## src/design/segregated_free_list_bump_allocator_defines.svh

```systemverilog
// Assertion macros for the run allocator.
`ifndef SEGREGATED_FREE_LIST_BUMP_ALLOCATOR_DEFINES_SVH
`define SEGREGATED_FREE_LIST_BUMP_ALLOCATOR_DEFINES_SVH

`ifndef NO_ASSERTIONS

`define SFL_ASSERT_SAME(label, ante, cons) \
    label: assert property (@(posedge clk) disable iff (!rst_n) (ante) |-> (cons)) \
        else $error("sfl assertion failed");

`define SFL_ASSERT_NEXT(label, ante, cons) \
    label: assert property (@(posedge clk) disable iff (!rst_n) (ante) |=> (cons)) \
        else $error("sfl assertion failed");

`else

`define SFL_ASSERT_SAME(label, ante, cons)

`define SFL_ASSERT_NEXT(label, ante, cons)

`endif

`endif

```

## src/design/sfl_fill_mem.sv

```systemverilog
// Per-class fill counters: synchronous memory with reset-cleared valid bits.
module sfl_fill_mem #(
    parameter int DEPTH  = 64,
    parameter int ADDR_W = 6,
    parameter int DATA_W = 5
) (
    input  logic              clk,
    input  logic              rst_n,
    input  logic              rd_en,
    input  logic [ADDR_W-1:0] rd_addr,
    output logic [DATA_W-1:0] rd_data,
    input  logic              wr_en,
    input  logic [ADDR_W-1:0] wr_addr,
    input  logic [DATA_W-1:0] wr_data
);

    logic [DATA_W-1:0] mem [DEPTH];
    logic [DEPTH-1:0]  valid_reg;
    logic              hit_reg;
    logic [DATA_W-1:0] rd_data_reg;

    always_ff @(posedge clk or negedge rst_n)
    begin
        if (!rst_n)
        begin
            valid_reg <= '0;
            hit_reg   <= 1'b0;
        end
        else
        begin
            if (wr_en)
            begin
                valid_reg[wr_addr] <= 1'b1;
            end
            if (rd_en)
            begin
                hit_reg <= valid_reg[rd_addr];
            end
        end
    end

    always_ff @(posedge clk)
    begin
        if (wr_en)
        begin
            mem[wr_addr] <= wr_data;
        end
        if (rd_en)
        begin
            rd_data_reg <= mem[rd_addr];
        end
    end

    // never-written class reads as an empty stack
    assign rd_data = hit_reg ? rd_data_reg : '0;

endmodule

```

## config.mk

```make
export PLATFORM = sky130hd
export DESIGN_NAME = sfl_fill_mem
export DESIGN_NICKNAME = d
export VERILOG_FILES = /design/src/design/segregated_free_list_bump_allocator_defines.svh /design/src/design/sfl_fill_mem.sv
export SDC_FILE = /design/constraint.sdc
export NUM_CORES = 1
export LEC_CHECK = 0
export BUFFER_PORTS_ARGS = -buffer_cell sky130_fd_sc_hd__buf_2
export CORE_ASPECT_RATIO = 0.5
export CORE_MARGIN = 2
export CORE_UTILIZATION = 55
export CTS_CLUSTER_DIAMETER = 60
export CTS_CLUSTER_SIZE = 25
export DETAILED_ROUTE_END_ITERATION = 7
export HOLD_SLACK_MARGIN = 0.1
export PLACE_DENSITY_LB_ADDON = 0.05
export SLEW_MARGIN = 20
export SYNTH_ARGS = -nofsm -noshare
export SYNTH_HDL_FRONTEND = slang
export SYNTH_SLANG_ARGS = --single-unit
```

## constraint.sdc

```tcl
create_clock -name clk -period 2.3 [get_ports clk]
set_input_delay 0.345 -clock clk [delete_from_list [all_inputs] [get_ports clk]]
set_output_delay 0.345 -clock clk [all_outputs]
set_load 0.01 [all_outputs]
```

* Yosys cells after proc, flatten, opt, wreduce, memory -nomap -nowiden
Memories as Yosys holds them, arrays and structs flattened. A register that Yosys moved wholly into a read port is not among the register bits. Index checks and enable logic that the tools add are counted.
Cells by class: magnitude comparators 3, muxes and demuxes 7, bitwise gates (word level) 1, reductions and logical operators 1
Operators with widths (number):
- $or A64 B64 Y64 | 1
- $lt A6 B7 Y1 const B | 2
- $bmux W1 S6 | 1
- $demux W1 S6 | 1
- $ge A6 B1 Y1 const B | 1
- $mux W5 | 1
- $mux W1 | 4
- $logic_and A1 B1 Y1 | 1
Storage, ports and cells: register bits after elaboration 65, memory bits (writable) 320, input bits 21, output and inout bits 5, logic and storage cells 15, memories kept 1
Memories:
- mem | words 64, width 5, rd ports 1, clocked after memory_dff 1, wr ports 1, RTL line sfl_fill_mem.sv:17 | logic [DATA_W-1:0] mem [DEPTH];

* Depth between registers and ports, before layout
depth in word-level cells 5, depth in mapped cells 8, depth with buffers taken out 5

* Worst setup path after synthesis
Ideal clock, no wire load.
kind input-to-reg, start point input rd_addr[0], end point register rd_data_reg[0] (read register of mem), data pin, setup time 0.275 ns, arrival 2.006 ns, data required time 2.025 ns, slack 0.019 ns, stages 7, path buffers 3, cells stage by stage buf_2 buf_6 buf_6 mux4_2 mux4_2 mux2i_1 a21oi_1
RTL lines:
- start: declaration | RTL line sfl_fill_mem.sv:10 | input logic [ADDR_W-1:0] rd_addr,
- end: declaration | RTL line sfl_fill_mem.sv:20 | logic [DATA_W-1:0] rd_data_reg;

==> flow_metrics.env <==
export IMPL_status="finished, final reports clean"
export IMPL_drt_initial_drc_count=973
export IMPL_tightest_slew_ns=0.7381
export IMPL_vias=7727
export IMPL_grt_overflow=0
export IMPL_worst_r2r_path_depth=4
export IMPL_final_util=0.6294
export IMPL_max_slew_margin=0.5079
export IMPL_r2r_start="mem[0][1]"
export IMPL_setup_slack_ns=0.08620
export IMPL_cp_arrival_ns=2.49
export IMPL_period_share=0.9625
export IMPL_syn_area_sq_mm=0.01536
export IMPL_largest_register_ffs=320
export IMPL_ctsResizeCount=0
export IMPL_clkTransAtPathRegs_ns=0.10
export IMPL_dp_hpwl_mm=23.58
export IMPL_r2r_setup_slack_ns=0.09
export IMPL_timing_rr_end="rd_data_reg[1]"
export IMPL_grt_use_total=0.2556
export IMPL_wirelength_mm=35.51
export IMPL_ant_nets=0
export IMPL_grt_max_degree=65
export IMPL_synth_cell_type_count=31
export IMPL_pwr_density_cell_mw_per_mm2=745.1
export IMPL_finalSetupViolations=0
export IMPL_nets=916
export IMPL_rows=43
export IMPL_dpl_cell_count=1255
export IMPL_cp_max_fo=1
export IMPL_syn_avg_cell_area_sq_um=20.14
export IMPL_cellLeakagePower_nw=6.103
export IMPL_startpoint="mem[0][1]"
export IMPL_synth_top_area_frac=0.6352
export IMPL_core_area_sq_mm=0.02760
export IMPL_routabilityCongestion=0.8651
export IMPL_yosys_area_top_type="edfxtp_1"
export IMPL_report_power_total_mw=12.94
export IMPL_synth_top_cells_by_area="edfxtp_1, mux4_2, dfrtp_1"
export IMPL_first_global_vias=7811
export IMPL_area_growth_syn_to_layout_pct=13.05
export IMPL_die_area_sq_mm=0.02937
export IMPL_io_buffers=25
export IMPL_final_layout_size_suffix_gt1_frac=0.3804
export IMPL_dp_slack_ns=-0.4124
export IMPL_fill_cells=1939
export IMPL_finalCriticalPeriod_ns=2.214
export IMPL_drcViolationCount=0
export IMPL_rsz0062_at_grt="no"
export IMPL_slew_violations=0
export IMPL_max_freq_ghz=0.4517
export IMPL_syn_nets=784
export IMPL_num_io_pins=26
export IMPL_hp_class="in2reg"
export IMPL_first_pass_iters=5
export IMPL_cts_tree="built"
export IMPL_cts_root_buf="clkbuf_16"
export IMPL_hold_violations=0
export IMPL_irDropWorstVdd_mv=0.4123
export IMPL_crit_end="rd_data_reg[1]"
export IMPL_diodes=0
export IMPL_h_tree_depth=1
export IMPL_yosys_warnings=0
export IMPL_wl_per_cell_um=27.55
export IMPL_cp_required_ns=2.57
export IMPL_critPathLaunchType="flip-flop"
export IMPL_synth_seq_area_share=0.7410
export IMPL_fin_cells=1289
export IMPL_synthCells=763
export IMPL_crit_type="reg2reg"
export IMPL_clock_tree_buffer_depth=3
export IMPL_cts_sinks=390
export IMPL_clk_latency_ns=0.54
export IMPL_ys_ff_latch=390
export IMPL_vias_per_cell=5.995
export IMPL_die_w_um=240.4
export IMPL_cp_end_kind="flip-flop"
export IMPL_die_h_um=122.2
export IMPL_grt_pass1_wl_mm=52.27
export IMPL_cts_buffers=19
export IMPL_antenna_found_initial=0
export IMPL_fin_skew_ns=0.02254
export IMPL_hold_slack_ns=0.1969
export IMPL_cap_violations=0
export IMPL_start_util=0.5567
cell usage in the layout, fill, tap and decap left out:
cell	n
edfxtp_1	325
buf_4	110
mux4_2	109
nor2_1	70
or2_2	66
dfrtp_1	65
buf_2	23
mux2i_1	22
clkbuf_16	19
clkbuf_1	12
buf_12	12
nand2_1	11
nand3_1	10
nor2b_1	7
o22ai_1	6
nand2b_1	5
and2_1	5
a22oi_1	4
a21oi_1	3
inv_1	3
a211oi_2	2
nor3_1	2
nand3b_1	2
a311oi_1	2
a31oi_1	2
nand4b_1	1
nand4_1	1
or3b_2	1
or3_1	1
a211oi_1	1
a41o_1	1
clkinv_2	1
inv_6	1
dlygate4sd3_1	1
buf_6	1
worst min path at each step:
stage / slack, ns / cells after the start / to / start
after detailed placement: 0.30 / 1 / valid_reg[12] / rst_n
after CTS: 0.18 / 1 / rd_data_reg[3] / rd_en
after global placement: 0.30 / 1 / valid_reg[8] / rst_n
after floorplan: 0.05 / 0 / hit_reg / rst_n
after global routing: 0.18 / 1 / rd_data_reg[3] / rd_en
final: 0.20 / 1 / rd_data_reg[3] / rd_en
cell type report:
cell class                 instances  area, sq um  area share
sequential                       390        11390      0.6555
multi-input combinational        334         3759      0.2164
timing repair buffer             147         1202     0.06922
clock buffer                      31        520.5     0.02996
tap                              382        478.0     0.02752
clock inverter                     2        13.76   0.0007923
inverter                           3        11.26   0.0006483
critical path, stage by stage (launching register included):
cell	delay (ns)
edfxtp_1	0.38
mux4_2	0.53
mux4_2	0.52
o22ai_1	0.41
nor2_1	0.11
synthesized netlist by cell type, drive strengths merged:
cell type  number
clkbuf         12
nand2b          5
nand2          11
a41o            1
a22oi           4
or3b            1
edfxtp        325
or2            66
nand3          10
nand4           1
and2            5
nor3            2
mux2i          22
a211oi          3
mux4          109
a311oi          2
o22ai           6
nor2b           7
nor2           70
a21oi           3
nand3b          2
inv             3
buf            24
nand4b          1
or3             1
dfrtp          65
a31oi           2
per-layer routing:
| metal | share of wire | track usage | vias up |
|---|---|---|---|
| met4 | 0.016 | 0.04891 | 0 |
| li1 | - | - | 3285 |
| met3 | 0.085 | 0.06345 | 44 |
| met2 | 0.45 | 0.3792 | 278 |
| met1 | 0.45 | 0.3932 | 4120 |
| met5 | 0 | 0 | - |
power by group:
part           switching [mW]  total [mW]  internal (mW)
combinational           0.591        1.18          0.587
clock                    2.14        3.73           1.58
sequential              0.123        8.04           7.92
total                    2.86        12.9           10.1
per-stage QoR:
stage	TNS [ns]	cell area, sq um
after floorplan	0	15360
after global placement	-1.882	16830
after detailed placement	-1.910	16830
after CTS	0	17370
after global routing	0	17370
final	0	17370
logic make-up (layout without fill, tap and decap cells):
kind of cell | count (synthesis) | in the layout | share of synthesized area
flops | 390 | 390 | 0.7410
simple gates | 182 | 182 | 0.06042
mux | 131 | 131 | 0.1741
buf+inv | 39 | 183 | 0.01433
compound gates | 21 | 21 | 0.01010
repair_timing:
action,in CTS,in global routing
hold endpoints to repair,16,0
buffers inserted,0,0
hold buffers,1,0
Power figures use the tool's default switching activity.
